**src/rtl/sras_pkg.sv**
```systemverilog
// Package: types and constants of the SPI register access sequencer.
package sras_pkg;

  localparam logic [7:0] ACK_CMD          = 8'hC1;
  localparam logic [7:0] ACK_ADDR         = 8'hC2;
  localparam logic [7:0] ACK_READY        = 8'h41;
  localparam logic [7:0] ACK_BUSY         = 8'h4E;
  localparam logic [7:0] POLL_BYTE        = 8'h00;
  localparam logic [3:0] ADDR_HIGH_MASK   = 4'hF;
  localparam logic [7:0] POLL_LIMIT_RESET = 8'd30;

  localparam logic CMD_START   = 1'b0;
  localparam logic CMD_RECEIVE = 1'b1;

  typedef enum logic [2:0] {
    PH_IDLE  = 3'd0,
    PH_CMD   = 3'd1,
    PH_ADDR  = 3'd2,
    PH_SYNC  = 3'd3,
    PH_RDATA = 3'd4,
    PH_WDATA = 3'd5,
    PH_WPOLL = 3'd6
  } phase_t;

  typedef enum logic [2:0] {
    ST_OK         = 3'd0,
    ST_CMD_NACK   = 3'd1,
    ST_ADDR_NACK  = 3'd2,
    ST_SYNC_TMO   = 3'd3,
    ST_DATA_NACK  = 3'd4,
    ST_WDONE_FAIL = 3'd5
  } status_t;

endpackage

```
**src/rtl/sras_if.sv**
```systemverilog
// Interfaces: request and result channels of the sequencer.
interface sras_req_if;
  logic        valid;
  logic        ready;
  logic        command;
  logic        is_write;
  logic [11:0] address;
  logic [1:0]  length_code;
  logic [63:0] write_data;
  logic [7:0]  rx_byte;

  modport source (output valid, command, is_write, address, length_code, write_data,
                  rx_byte, input ready);
  modport sink   (input valid, command, is_write, address, length_code, write_data,
                  rx_byte, output ready);
endinterface

interface sras_rsp_if;
  logic       valid;
  logic       ready;
  logic       tx_valid;
  logic [7:0] tx_byte;
  logic       rd_valid;
  logic [2:0] rd_index;
  logic [7:0] rd_byte;
  logic       done_res;
  logic [2:0] status;

  modport source (output valid, tx_valid, tx_byte, rd_valid, rd_index, rd_byte, done_res,
                  status, input ready);
  modport sink   (input valid, tx_valid, tx_byte, rd_valid, rd_index, rd_byte, done_res,
                  status, output ready);
endinterface

```
**src/rtl/spi_register_access_sequencer.sv**
```systemverilog
// Top level: SPI master sequencer for acknowledged register read and write.
//
// Usage
//   req   : one item per SPI byte event. command = start carries direction,
//           12-bit address, length code and write data; command = receive
//           carries the byte the slave returned during the last sent byte.
//   rsp   : exactly one result item per request item: the next byte to send
//           (tx_valid/tx_byte), a read data byte (rd_valid/rd_index/rd_byte)
//           and, at the end of a transaction, done_res with its status.
//   cfg   : cfg_we/cfg_data write poll_limit (reset 30); zero acts as one.
// Timing
//   An item accepted at an edge has its result in the output register after
//   that edge. Throughput is one item per cycle while results are taken; the
//   next-state logic is a single compare-and-select step per item.
// Reset
//   rst (synchronous) returns the sequencer to idle and empties the output
//   register; poll_limit goes back to 30.
// Back-pressure
//   req.ready is high while the output register is empty or being drained,
//   so a stalled receiver holds its result and stops intake after one item.
module spi_register_access_sequencer
  import sras_pkg::*;
(
  input  logic             clk,
  input  logic             rst,
  input  logic             cfg_we,
  input  logic [7:0]       cfg_data,
  sras_req_if.sink         req,
  sras_rsp_if.source       rsp
);

  // Sequencer state
  logic [7:0]  poll_limit;
  phase_t      phase,        phase_next;
  logic        write_mode,   write_mode_next;
  logic [7:0]  address_low,  address_low_next;
  logic [1:0]  size_code,    size_code_next;
  logic [3:0]  byte_count,   byte_count_next;
  logic [7:0]  poll_count,   poll_count_next;
  logic [63:0] write_buffer;

  // Result computed for the item being accepted
  logic        tx_valid_next;
  logic [7:0]  tx_byte_next;
  logic        rd_valid_next;
  logic [2:0]  rd_index_next;
  logic [7:0]  rd_byte_next;
  logic        done_next;
  status_t     status_next;

  logic        accept;
  logic [3:0]  total;
  logic [3:0]  byte_count_inc;
  logic [7:0]  poll_lim_eff;
  logic        polls_exhausted;
  logic [7:0]  wr_byte_sel;

  // Output register frees up when empty or taken this cycle
  assign req.ready = !rsp.valid || rsp.ready;
  assign accept    = req.valid && req.ready;

  assign total           = 4'd1 << size_code;
  assign byte_count_inc  = byte_count + 4'd1;
  assign poll_lim_eff    = (poll_limit == 8'd0) ? 8'd1 : poll_limit;
  assign polls_exhausted = poll_count >= poll_lim_eff;
  assign wr_byte_sel     = write_buffer[{byte_count_inc[2:0], 3'b000} +: 8];

  // Next state
  always_comb begin
    phase_next       = phase;
    write_mode_next  = write_mode;
    address_low_next = address_low;
    size_code_next   = size_code;
    byte_count_next  = byte_count;
    poll_count_next  = poll_count;
    if (req.command == CMD_START) begin
      write_mode_next  = req.is_write;
      size_code_next   = req.length_code;
      address_low_next = req.address[7:0];
      byte_count_next  = 4'd0;
      poll_count_next  = 8'd0;
      phase_next       = PH_CMD;
    end else begin
      unique case (phase)
        PH_CMD: begin
          phase_next = (req.rx_byte == ACK_CMD) ? PH_ADDR : PH_IDLE;
        end
        PH_ADDR: begin
          if (req.rx_byte != ACK_ADDR) begin
            phase_next = PH_IDLE;
          end else begin
            byte_count_next = 4'd0;
            if (write_mode) begin
              phase_next = PH_WDATA;
            end else begin
              phase_next      = PH_SYNC;
              poll_count_next = 8'd1;
            end
          end
        end
        PH_SYNC: begin
          if (req.rx_byte == ACK_READY) begin
            phase_next      = PH_RDATA;
            byte_count_next = 4'd0;
          end else if (polls_exhausted) begin
            phase_next = PH_IDLE;
          end else begin
            poll_count_next = poll_count + 8'd1;
          end
        end
        PH_RDATA: begin
          byte_count_next = byte_count_inc;
          if (byte_count_inc >= total) phase_next = PH_IDLE;
        end
        PH_WDATA: begin
          if (req.rx_byte != ACK_READY) begin
            phase_next = PH_IDLE;
          end else begin
            byte_count_next = byte_count_inc;
            if (byte_count_inc >= total) begin
              phase_next      = PH_WPOLL;
              poll_count_next = 8'd1;
            end
          end
        end
        PH_WPOLL: begin
          if (req.rx_byte != ACK_BUSY || polls_exhausted) begin
            phase_next = PH_IDLE;
          end else begin
            poll_count_next = poll_count + 8'd1;
          end
        end
        default: begin
          phase_next = PH_IDLE;
        end
      endcase
    end
  end

  // Result item
  always_comb begin
    tx_valid_next = 1'b0;
    tx_byte_next  = 8'd0;
    rd_valid_next = 1'b0;
    rd_index_next = 3'd0;
    rd_byte_next  = 8'd0;
    done_next     = 1'b0;
    status_next   = ST_OK;
    if (req.command == CMD_START) begin
      // command byte: direction, size code, top address nibble
      tx_valid_next = 1'b1;
      tx_byte_next  = {req.is_write, 1'b0, req.length_code,
                       req.address[11:8] & ADDR_HIGH_MASK};
    end else begin
      unique case (phase)
        PH_CMD: begin
          if (req.rx_byte == ACK_CMD) begin
            tx_valid_next = 1'b1;
            tx_byte_next  = address_low;
          end else begin
            done_next   = 1'b1;
            status_next = ST_CMD_NACK;
          end
        end
        PH_ADDR: begin
          if (req.rx_byte == ACK_ADDR) begin
            tx_valid_next = 1'b1;
            tx_byte_next  = write_mode ? write_buffer[7:0] : POLL_BYTE;
          end else begin
            done_next   = 1'b1;
            status_next = ST_ADDR_NACK;
          end
        end
        PH_SYNC: begin
          if (req.rx_byte != ACK_READY && polls_exhausted) begin
            done_next   = 1'b1;
            status_next = ST_SYNC_TMO;
          end else begin
            tx_valid_next = 1'b1;
            tx_byte_next  = POLL_BYTE;
          end
        end
        PH_RDATA: begin
          rd_valid_next = 1'b1;
          rd_index_next = byte_count[2:0];
          rd_byte_next  = req.rx_byte;
          if (byte_count_inc >= total) begin
            done_next = 1'b1;
          end else begin
            tx_valid_next = 1'b1;
            tx_byte_next  = POLL_BYTE;
          end
        end
        PH_WDATA: begin
          if (req.rx_byte != ACK_READY) begin
            done_next   = 1'b1;
            status_next = ST_DATA_NACK;
          end else begin
            tx_valid_next = 1'b1;
            tx_byte_next  = (byte_count_inc < total) ? wr_byte_sel : POLL_BYTE;
          end
        end
        PH_WPOLL: begin
          if (req.rx_byte != ACK_BUSY) begin
            done_next   = 1'b1;
            status_next = (req.rx_byte == ACK_READY) ? ST_OK : ST_WDONE_FAIL;
          end else if (polls_exhausted) begin
            done_next   = 1'b1;
            status_next = ST_WDONE_FAIL;
          end else begin
            tx_valid_next = 1'b1;
            tx_byte_next  = POLL_BYTE;
          end
        end
        default: begin
          // receive while idle: all-zero result
        end
      endcase
    end
  end

  // Configuration register
  always_ff @(posedge clk) begin
    if (rst) begin
      poll_limit <= POLL_LIMIT_RESET;
    end else if (cfg_we) begin
      poll_limit <= cfg_data;
    end
  end

  // Control state
  always_ff @(posedge clk) begin
    if (rst) begin
      phase       <= PH_IDLE;
      write_mode  <= 1'b0;
      address_low <= 8'd0;
      size_code   <= 2'd0;
      byte_count  <= 4'd0;
      poll_count  <= 8'd0;
    end else if (accept) begin
      phase       <= phase_next;
      write_mode  <= write_mode_next;
      address_low <= address_low_next;
      size_code   <= size_code_next;
      byte_count  <= byte_count_next;
      poll_count  <= poll_count_next;
    end
  end

  // Write data holds from start onwards; read only after a start
  always_ff @(posedge clk) begin
    if (accept && req.command == CMD_START) begin
      write_buffer <= req.write_data;
    end
  end

  // Output register
  always_ff @(posedge clk) begin
    if (rst) begin
      rsp.valid <= 1'b0;
    end else if (accept) begin
      rsp.valid <= 1'b1;
    end else if (rsp.ready) begin
      rsp.valid <= 1'b0;
    end
  end

  always_ff @(posedge clk) begin
    if (accept) begin
      rsp.tx_valid <= tx_valid_next;
      rsp.tx_byte  <= tx_byte_next;
      rsp.rd_valid <= rd_valid_next;
      rsp.rd_index <= rd_index_next;
      rsp.rd_byte  <= rd_byte_next;
      rsp.done_res <= done_next;
      rsp.status   <= status_next;
    end
  end

endmodule

```
**src/flat_wrapper.sv**
```systemverilog
// flat-port wrapper written by rule: the top's interface ports become plain ports
module spi_register_access_sequencer_flat import sras_pkg::*;
  (clk, rst, cfg_we, cfg_data, req_valid, req_command, req_is_write, req_address, req_length_code, req_write_data, req_rx_byte, req_ready, rsp_valid, rsp_tx_valid, rsp_tx_byte, rsp_rd_valid, rsp_rd_index, rsp_rd_byte, rsp_done_res, rsp_status, rsp_ready);
  sras_req_if req_i ();
  sras_rsp_if rsp_i ();
  input  logic clk;
  input  logic rst;
  input  logic cfg_we;
  input  logic [7:0] cfg_data;
  input wire logic [$bits(req_i.valid)-1:0] req_valid;
  input wire logic [$bits(req_i.command)-1:0] req_command;
  input wire logic [$bits(req_i.is_write)-1:0] req_is_write;
  input wire logic [$bits(req_i.address)-1:0] req_address;
  input wire logic [$bits(req_i.length_code)-1:0] req_length_code;
  input wire logic [$bits(req_i.write_data)-1:0] req_write_data;
  input wire logic [$bits(req_i.rx_byte)-1:0] req_rx_byte;
  output wire logic [$bits(req_i.ready)-1:0] req_ready;
  output wire logic [$bits(rsp_i.valid)-1:0] rsp_valid;
  output wire logic [$bits(rsp_i.tx_valid)-1:0] rsp_tx_valid;
  output wire logic [$bits(rsp_i.tx_byte)-1:0] rsp_tx_byte;
  output wire logic [$bits(rsp_i.rd_valid)-1:0] rsp_rd_valid;
  output wire logic [$bits(rsp_i.rd_index)-1:0] rsp_rd_index;
  output wire logic [$bits(rsp_i.rd_byte)-1:0] rsp_rd_byte;
  output wire logic [$bits(rsp_i.done_res)-1:0] rsp_done_res;
  output wire logic [$bits(rsp_i.status)-1:0] rsp_status;
  input wire logic [$bits(rsp_i.ready)-1:0] rsp_ready;
  assign req_i.valid = req_valid;
  assign req_i.command = req_command;
  assign req_i.is_write = req_is_write;
  assign req_i.address = req_address;
  assign req_i.length_code = req_length_code;
  assign req_i.write_data = req_write_data;
  assign req_i.rx_byte = req_rx_byte;
  assign req_ready = req_i.ready;
  assign rsp_valid = rsp_i.valid;
  assign rsp_tx_valid = rsp_i.tx_valid;
  assign rsp_tx_byte = rsp_i.tx_byte;
  assign rsp_rd_valid = rsp_i.rd_valid;
  assign rsp_rd_index = rsp_i.rd_index;
  assign rsp_rd_byte = rsp_i.rd_byte;
  assign rsp_done_res = rsp_i.done_res;
  assign rsp_status = rsp_i.status;
  assign rsp_i.ready = rsp_ready;
  spi_register_access_sequencer u_core (.clk(clk), .rst(rst), .cfg_we(cfg_we), .cfg_data(cfg_data), .req(req_i), .rsp(rsp_i));
endmodule
```
**config.mk**
```make
export PLATFORM = sky130hd
export DESIGN_NAME = spi_register_access_sequencer_flat
export DESIGN_NICKNAME = d
export VERILOG_FILES = /design/src/rtl/sras_pkg.sv /design/src/rtl/sras_if.sv /design/src/rtl/spi_register_access_sequencer.sv /design/src/flat_wrapper.sv
export SDC_FILE = /design/constraint.sdc
export NUM_CORES = 1
export LEC_CHECK = 0
export BUFFER_PORTS_ARGS = -buffer_cell sky130_fd_sc_hd__buf_2
export CAP_MARGIN = 20
export CELL_PAD_IN_SITES_DETAIL_PLACEMENT = 0
export CELL_PAD_IN_SITES_GLOBAL_PLACEMENT = 1
export CORE_UTILIZATION = 40
export DETAILED_ROUTE_END_ITERATION = 8
export PLACE_DENSITY_LB_ADDON = 0.15
export SLEW_MARGIN = 30
export SYNTH_ARGS = -nofsm -noshare
export SYNTH_HDL_FRONTEND = slang
export SYNTH_SLANG_ARGS = --single-unit
```
**constraint.sdc**
```tcl
create_clock -name clk -period 6.9 [get_ports clk]
set_input_delay 0.345 -clock clk [delete_from_list [all_inputs] [get_ports clk]]
set_output_delay 0.345 -clock clk [all_outputs]
set_load 0.02 [all_outputs]
```
==> results.json, run 1 <==
{
  "outcome": "completed",
  "timing.setup.tns_ns": 0,
  "drc": 0,
  "port-buffer-count": 127,
  "path_clk_slew_ns": 0.06,
  "end_kind": "flip-flop",
  "netlist_area_um2": 5784,
  "maxSlewHeadroom_pct": 40.86,
  "min_path_cells": 1,
  "post-synth-top-area-cell": "edfxtp_1",
  "via_per_inst": 5.405,
  "synth_top_family_by_area": "simple AND/OR/NAND/NOR gates",
  "cts.repair.resized": 0,
  "drive_gt1_share_pct": 30.89,
  "antenna_left": 0,
  "comb_power_share_pct": 7.1,
  "final_area_um2": 7187,
  "cts_hold_buffers": 0,
  "total_power_w": 0.001881,
  "required_ns": 7.16,
  "skew_ns": 0.006536,
  "power_density_nw_per_um2": 261.7,
  "cts-htree-levels": 4,
  "clkLatencyLatePin_ns": 0.41,
  "core.rowCount": 43,
  "leakage_nw": 2.758,
  "grt_max_degree": 49,
  "io_pins": 128,
  "multi_input_comb_area_um2": 2271,
  "dominantRegCellSynth": "edfxtp_1",
  "cts_setup_buffers": 0,
  "r2r_cells": 10,
  "hpwl_um": 9714,
  "maxCapViolCount": 0,
  "synthTopCellsByArea": "edfxtp_1 46%, dfxtp_1 12%, mux4_2 6.2%",
  "antenna_found_initial": 1,
  "synth_edf_count": 89,
  "synthArstFlopShare_pct": 0,
  "synth_mux_area_share_pct": 7.463,
  "synthToLayoutAreaGrowth_pct": 24.25,
  "synth-simple-area-share_pct": 14.10,
  "synth_xor_area_share_pct": 0.3028,
  "clock_path_buffers": 2,
  "yosysTopAreaCellShare_pct": 46.20,
  "cts_tree": "done",
  "core-area_um2": 13990,
  "seq_power_share_pct": 45.2,
  "fill_cells": 1280,
  "synth.most_common_cell": "edfxtp_1",
  "cts_root_buf": "clkbuf_16",
  "peakVddDrop_v": 0.0001502,
  "overflow": 0,
  "tightest_slew_ns": 0.8808,
  "rsz0062_at_grt": "false",
  "synth_warnings": 0,
  "ys_seq_area_share_pct": 58.32,
  "routed_wl_um": 13730,
  "hold_viol_final": 0,
  "synth_nets": 592,
  "regArea_um2": 3373,
  "antenna_cells": 0,
  "switching_share_pct": 22.41,
  "clkPwrFrac_pct": 47.7,
  "grt_pass1_wl_um": 22090,
  "die_h_um": 122.3,
  "synth_fa_ha_area_share_pct": 3.028,
  "placed_cell_area_um2": 6583,
  "setup_viol": 0,
  "dieArea_um2": 14950,
  "grtUsageTotal_pct": 19.88,
  "cts_buffers": 17,
  "clkSinkCount": 124,
  "synth_cells": 477,
  "synth-compound-area-share_pct": 14.06,
  "netlist_top_cells_count": "89 x edfxtp_1, 47 x nand2_1, 35 x dfxtp_1, 33 x a21oi_1, 22 x nor2_1",
  "place.gp.congestion": 0.7939,
  "netlist-cell-type-count": 65,
  "p_switching_w": 0.0004214,
  "internal_power_w": 0.001459,
  "period_minus_slack_ns": 3.668,
  "start_util_pct": 41.35,
  "path_max_fanout": 11,
  "drt_iter0_markers": 341,
  "syn_avg_cell_area_um2": 12.13,
  "post-route-period-util_pct": 53.15,
  "arrival_ns": 3.93,
  "die_w_um": 122.3,
  "finalNetCount": 717,
  "drv_slew": 0,
  "start_kind": "flip-flop",
  "path_class": "reg2reg",
  "hold_class": "in2reg",
  "first_global_vias": 4382,
  "yosys_register_bits": 124,
  "wl_per_cell_um": 17.26,
  "num_vias": 4297,
  "dr.pass1.iters": 5,
  "fmax_mhz": 272.7
}
[registers in the layout (all words and copies together), names as in the netlist]
name	count
u_core.rsp.rd_byte	8
u_core.address_low	8
u_core.rsp.rd_valid	1
u_core.phase	3
u_core.rsp.rd_index	3
u_core.rsp.tx_valid	1
u_core.rsp.valid	1
u_core.size_code	2
u_core.rsp.status	3
u_core.byte_count	4
u_core.rsp.done_res	1
u_core.poll_count	8
u_core.poll_limit	8
u_core.write_buffer	64
u_core.rsp.tx_byte	8
u_core.write_mode	1
[through the flow]
| step | worst slack (ns) | utilization (%) | std cells | hold slack [ns] |
|---|---|---|---|---|
| 5_1_grt | 2.938 | 51.38 | 795 | 0.08566 |
| 6_report | 3.232 | 51.38 | 795 | 0.1057 |
| 2_1_floorplan | 3.522 | - | 477 | 0.4439 |
| 3_5_place_dp | 3.276 | 47.06 | 763 | 0.4721 |
| 4_1_cts | 3.268 | 51.34 | 795 | 0.08990 |
| 3_3_place_gp | 3.414 | 47.02 | 763 | 0.4671 |
[power groups by stage]
stage          registers [W]  clock network, W  logic (W)
2_1_floorplan       0.000871                 0  0.0000670
5_1_grt             0.000854          0.000945   0.000149
3_3_place_gp        0.000864                 0   0.000132
6_report            0.000850          0.000897   0.000134
4_1_cts             0.000851          0.000911   0.000135
3_5_place_dp        0.000866                 0   0.000135
[per-layer routing]
layer	vias up	track usage (%)	routed length, µm
met5	-	0	0
met1	2065	24.59	5890
li1	2088	-	-
met3	10	5.855	774
met2	134	33.39	6952
met4	0	6.174	108
[critical path, cell delays in order, from the launching register on]
cell and delay [ns]:
dfxtp_1 0.34, ha_1 0.23, xnor2_1 0.71, inv_2 0.22, ha_1 0.39, and3b_1 0.17
a211oi_1 0.34, a211oi_1 0.16, o21ai_1 0.68, or4_1 0.23, a21oi_1 0.06
[cell families after synthesis]
| logic type | after synthesis |
|---|---|
| and+or+nand+nor | 152 |
| DFF | 124 |
| AOI/OAI and AO/OA | 121 |
| buffers and inverters | 41 |
| muxes | 23 |
| adders and majority gates | 14 |
| xor gates and xnor gates | 2 |
[cell type report]
cell class              count  area share, %
well taps                 180          3.134
multi-input cells         312          31.60
repair buffers            129          9.053
clock buffers              19          6.024
inverters                  18         0.9401
flip-flops and latches    124          46.94
clock inverters            13          2.315
[cell usage in the layout, fill, tap and decap left out, types with 3 or more instances in the layout]
cell type / netlist / layout
o21ai_0: 16 / 15
a21oi_1: 33 / 33
nor3_1: 6 / 4
nand4_1: 4 / 4
mux4_2: 16 / 16
nor2_1: 22 / 21
clkbuf_16: 0 / 17
nor3b_1: 4 / 4
and3_1: 9 / 9
clkinv_4: 0 / 4
o22ai_1: 3 / 3
nand3_1: 10 / 10
o211ai_1: 10 / 10
a21o_1: 4 / 4
buf_2: 3 / 127
dfxtp_1: 35 / 35
and2_1: 12 / 12
inv_1: 15 / 14
bufinv_16: 0 / 3
a221oi_1: 8 / 8
or3_1: 3 / 3
nor2b_1: 7 / 7
mux2i_1: 6 / 6
a211oi_1: 5 / 5
o31ai_1: 5 / 5
nand2_1: 47 / 47
ha_1: 14 / 14
nand2b_1: 10 / 10
o21ai_1: 7 / 8
edfxtp_1: 89 / 89
inv_2: 2 / 3
and3b_1: 3 / 3
o2bb2ai_1: 7 / 7
a31oi_1: 4 / 4
[worst paths after layout]
kind | startpoint | slack (ns) | endpoint
max reg2reg | u_core.byte_count[1]$_SDFFE_PP0P_ | 3.23 | u_core.poll_count[2]$_SDFFE_PP0P_
min reg2reg | u_core.address_low[5]$_SDFFE_PP0P_ | 0.48 | u_core.address_low[5]$_SDFFE_PP0P_
min | req_write_data[50] | 0.11 | u_core.write_buffer[50]$_DFFE_PP_
max | u_core.byte_count[1]$_SDFFE_PP0P_ | 3.23 | u_core.poll_count[2]$_SDFFE_PP0P_
No activity file was read; power rests on OpenSTA's default activity.
==> run 2, diff against run 1 <==
--- a/config.mk
+++ b/config.mk
@@ -9,7 +9,7 @@
 export CAP_MARGIN = 20
 export CELL_PAD_IN_SITES_DETAIL_PLACEMENT = 0
 export CELL_PAD_IN_SITES_GLOBAL_PLACEMENT = 1
-export CORE_UTILIZATION = 40
+export CORE_UTILIZATION = 39
 export DETAILED_ROUTE_END_ITERATION = 8
 export PLACE_DENSITY_LB_ADDON = 0.15
 export SLEW_MARGIN = 30
==> constraint.sdc (replaced) <==
create_clock -name clk -period 3.3 [get_ports clk]
set_input_delay 0.165 -clock clk [delete_from_list [all_inputs] [get_ports clk]]
set_output_delay 0.165 -clock clk [all_outputs]
set_load 0.02 [all_outputs]
==> run 2 against run 1 <==
Setup slack lost 2.9 ns. Largest cell class unchanged. Final area grew 11%. Clock skew grew 0.0020 ns. Die area grew 2.5%. Cell count grew 12%. Utilization grew 4.0 points. Flip-flop and latch count is the same. Non-clock buffer count grew 88.
==> results.json, run 2 (synthesis gave the netlist of run 1 again) <==
{
  "largest_reg_flops": 64,
  "internal_power_w": 0.002987,
  "finalNetCount": 805,
  "fill_cells": 1244,
  "layout_common_cells": "127 x buf_2, 89 x edfxtp_1, 78 x dlygate4sd3_1, 47 x nand2_1, 35 x dfxtp_1",
  "skew_ns": 0.008533,
  "core-area_um2": 14480,
  "path_clk_slew_ns": 0.06,
  "grtUsageTotal_pct": 21.27,
  "start_kind": "flip-flop",
  "wl_per_cell_um": 17.54,
  "core.rowCount": 44,
  "routed_wl_um": 15560,
  "setup_viol": 0,
  "cts_buffers": 17,
  "rr_startpoint": "u_core.byte_count[1]$_SDFFE_PP0P_",
  "port-buffer-count": 127,
  "grt_max_degree": 76,
  "cts_setup_buffers": 0,
  "p_switching_w": 0.0009233,
  "antenna_cells": 0,
  "via_per_inst": 5.286,
  "drv_slew": 0,
  "rsz0062_at_grt": "false",
  "dieArea_um2": 15320,
  "hpwl_um": 9949,
  "clkPwrFrac_pct": 45.2,
  "post-route-period-util_pct": 90.92,
  "maxSlewHeadroom_pct": 37.50,
  "tightest_slew_ns": 0.9365,
  "antenna_found_initial": 0,
  "hold_class": "in2reg",
  "finalNonFillerCells": 887,
  "clkSinkCount": 124,
  "path_max_fanout": 9,
  "drc": 0,
  "regMostFlops": "u_core.write_buffer",
  "fin_util_pct": 55.34,
  "seq_power_share_pct": 45.4,
  "clock_path_buffers": 2,
  "cts_root_buf": "clkbuf_16",
  "grt_pass1_wl_um": 23800,
  "power_density_nw_per_um2": 488.0,
  "hold_path_end": "u_core.address_low[0]$_SDFFE_PP0P_",
  "whs_ns": 0.01016,
  "drt_iter0_markers": 272,
  "fmax_mhz": 333.3,
  "die_w_um": 123.8,
  "cts-htree-levels": 4,
  "timing.setup.tns_ns": 0,
  "final_common_cell": "buf_2",
  "arrival_ns": 3.13,
  "num_vias": 4689,
  "timing.rr.end": "u_core.rsp.tx_byte[2]$_DFFE_PP_",
  "start_util_pct": 39.95,
  "die_h_um": 123.8,
  "drive_gt1_share_pct": 28.17,
  "r2r_cells": 10,
  "switching_share_pct": 23.61,
  "r2r_slack_ns": 0.30,
  "synthToLayoutAreaGrowth_pct": 38.52,
  "clkLatencyLatePin_ns": 0.42,
  "hp-start": "req_address[0]",
  "io_pins": 128,
  "dpl.cell_count": 777,
  "dr.pass1.iters": 4,
  "cts_tree": "done",
  "total_power_w": 0.003910,
  "period_minus_slack_ns": 3.000,
  "hold_viol_final": 0,
  "min_path_cells": 3,
  "path_class": "reg2reg",
  "maxCapViolCount": 0,
  "antenna_left": 0,
  "overflow": 0,
  "first_global_vias": 4773,
  "end_kind": "flip-flop",
  "comb_power_share_pct": 9.4,
  "peakVddDrop_v": 0.0003870,
  "leakage_nw": 3.106,
  "place.gp.congestion": 0.8224,
  "required_ns": 3.43,
  "outcome": "completed"
}
[run 2: layer usage]
layer / share of wire, % / track usage [%] / up-vias
li1: - / - / 2257
met1: 42 / 24.02 / 2279
met2: 52 / 38.13 / 129
met3: 4.2 / 5.678 / 24
met4: 1.8 / 8.057 / 0
met5: 0 / 0 / -
[run 2: worst max-delay path by stage]
stage	startpoint	end	slack, ns
after floorplan	u_core.byte_count[0]$_SDFFE_PP0P_	u_core.rsp.tx_byte[0]$_DFFE_PP_	0.56
after global placement	u_core.byte_count[1]$_SDFFE_PP0P_	u_core.rsp.tx_byte[3]$_DFFE_PP_	0.46
after detailed placement	u_core.byte_count[1]$_SDFFE_PP0P_	u_core.rsp.tx_byte[3]$_DFFE_PP_	0.39
after CTS	u_core.byte_count[1]$_SDFFE_PP0P_	u_core.rsp.tx_byte[3]$_DFFE_PP_	0.38
after global routing	u_core.byte_count[1]$_SDFFE_PP0P_	u_core.rsp.tx_byte[3]$_DFFE_PP_	0.12
final	u_core.byte_count[1]$_SDFFE_PP0P_	u_core.rsp.tx_byte[2]$_DFFE_PP_	0.30
[run 2: metrics by stage]
step / area, µm² / setup WS [ns]
after detailed placement: 6670 / 0.3877
final: 8013 / 0.2998
after global placement: 6670 / 0.4571
after global routing: 8013 / 0.1160
after floorplan: 5786 / 0.5590
after CTS: 8013 / 0.3833
[run 2: power groups by stage]
| stage | clock network, W | logic [W] | registers, W |
|---|---|---|---|
| after floorplan | 0 | 0.000140 | 0.00182 |
| after global placement | 0 | 0.000289 | 0.00180 |
| after detailed placement | 0 | 0.000295 | 0.00181 |
| after CTS | 0.00179 | 0.000366 | 0.00177 |
| after global routing | 0.00186 | 0.000402 | 0.00178 |
| final | 0.00177 | 0.000368 | 0.00177 |
[run 2: timing repair]
| item | 4_1_cts | 5_1_grt |
|---|---|---|
| resized for setup | 0 | 0 |
| hold endpoints to repair | 78 | 0 |
| hold buffers | 78 | 0 |
[run 2: layout make-up]
type	instances	area, µm²	area share, %
multi-input combinational	312	2261	28.22
clock buffer	20	446.7	5.575
timing repair buffer	217	1519	18.96
sequential	124	3373	42.10
inverter	18	67.56	0.8432
tap	184	230.2	2.873
clock inverter	12	115.1	1.437
[run 2: critical path, stage by stage (launching register included)]
cell	delay (ns)
dfxtp_1	0.33
ha_1	0.23
xnor2_1	0.22
inv_2	0.14
ha_1	0.33
and3b_1	0.16
a211oi_1	0.06
o2111ai_1	0.77
a21oi_1	0.09
a221oi_1	0.28
o2bb2ai_1	0.11
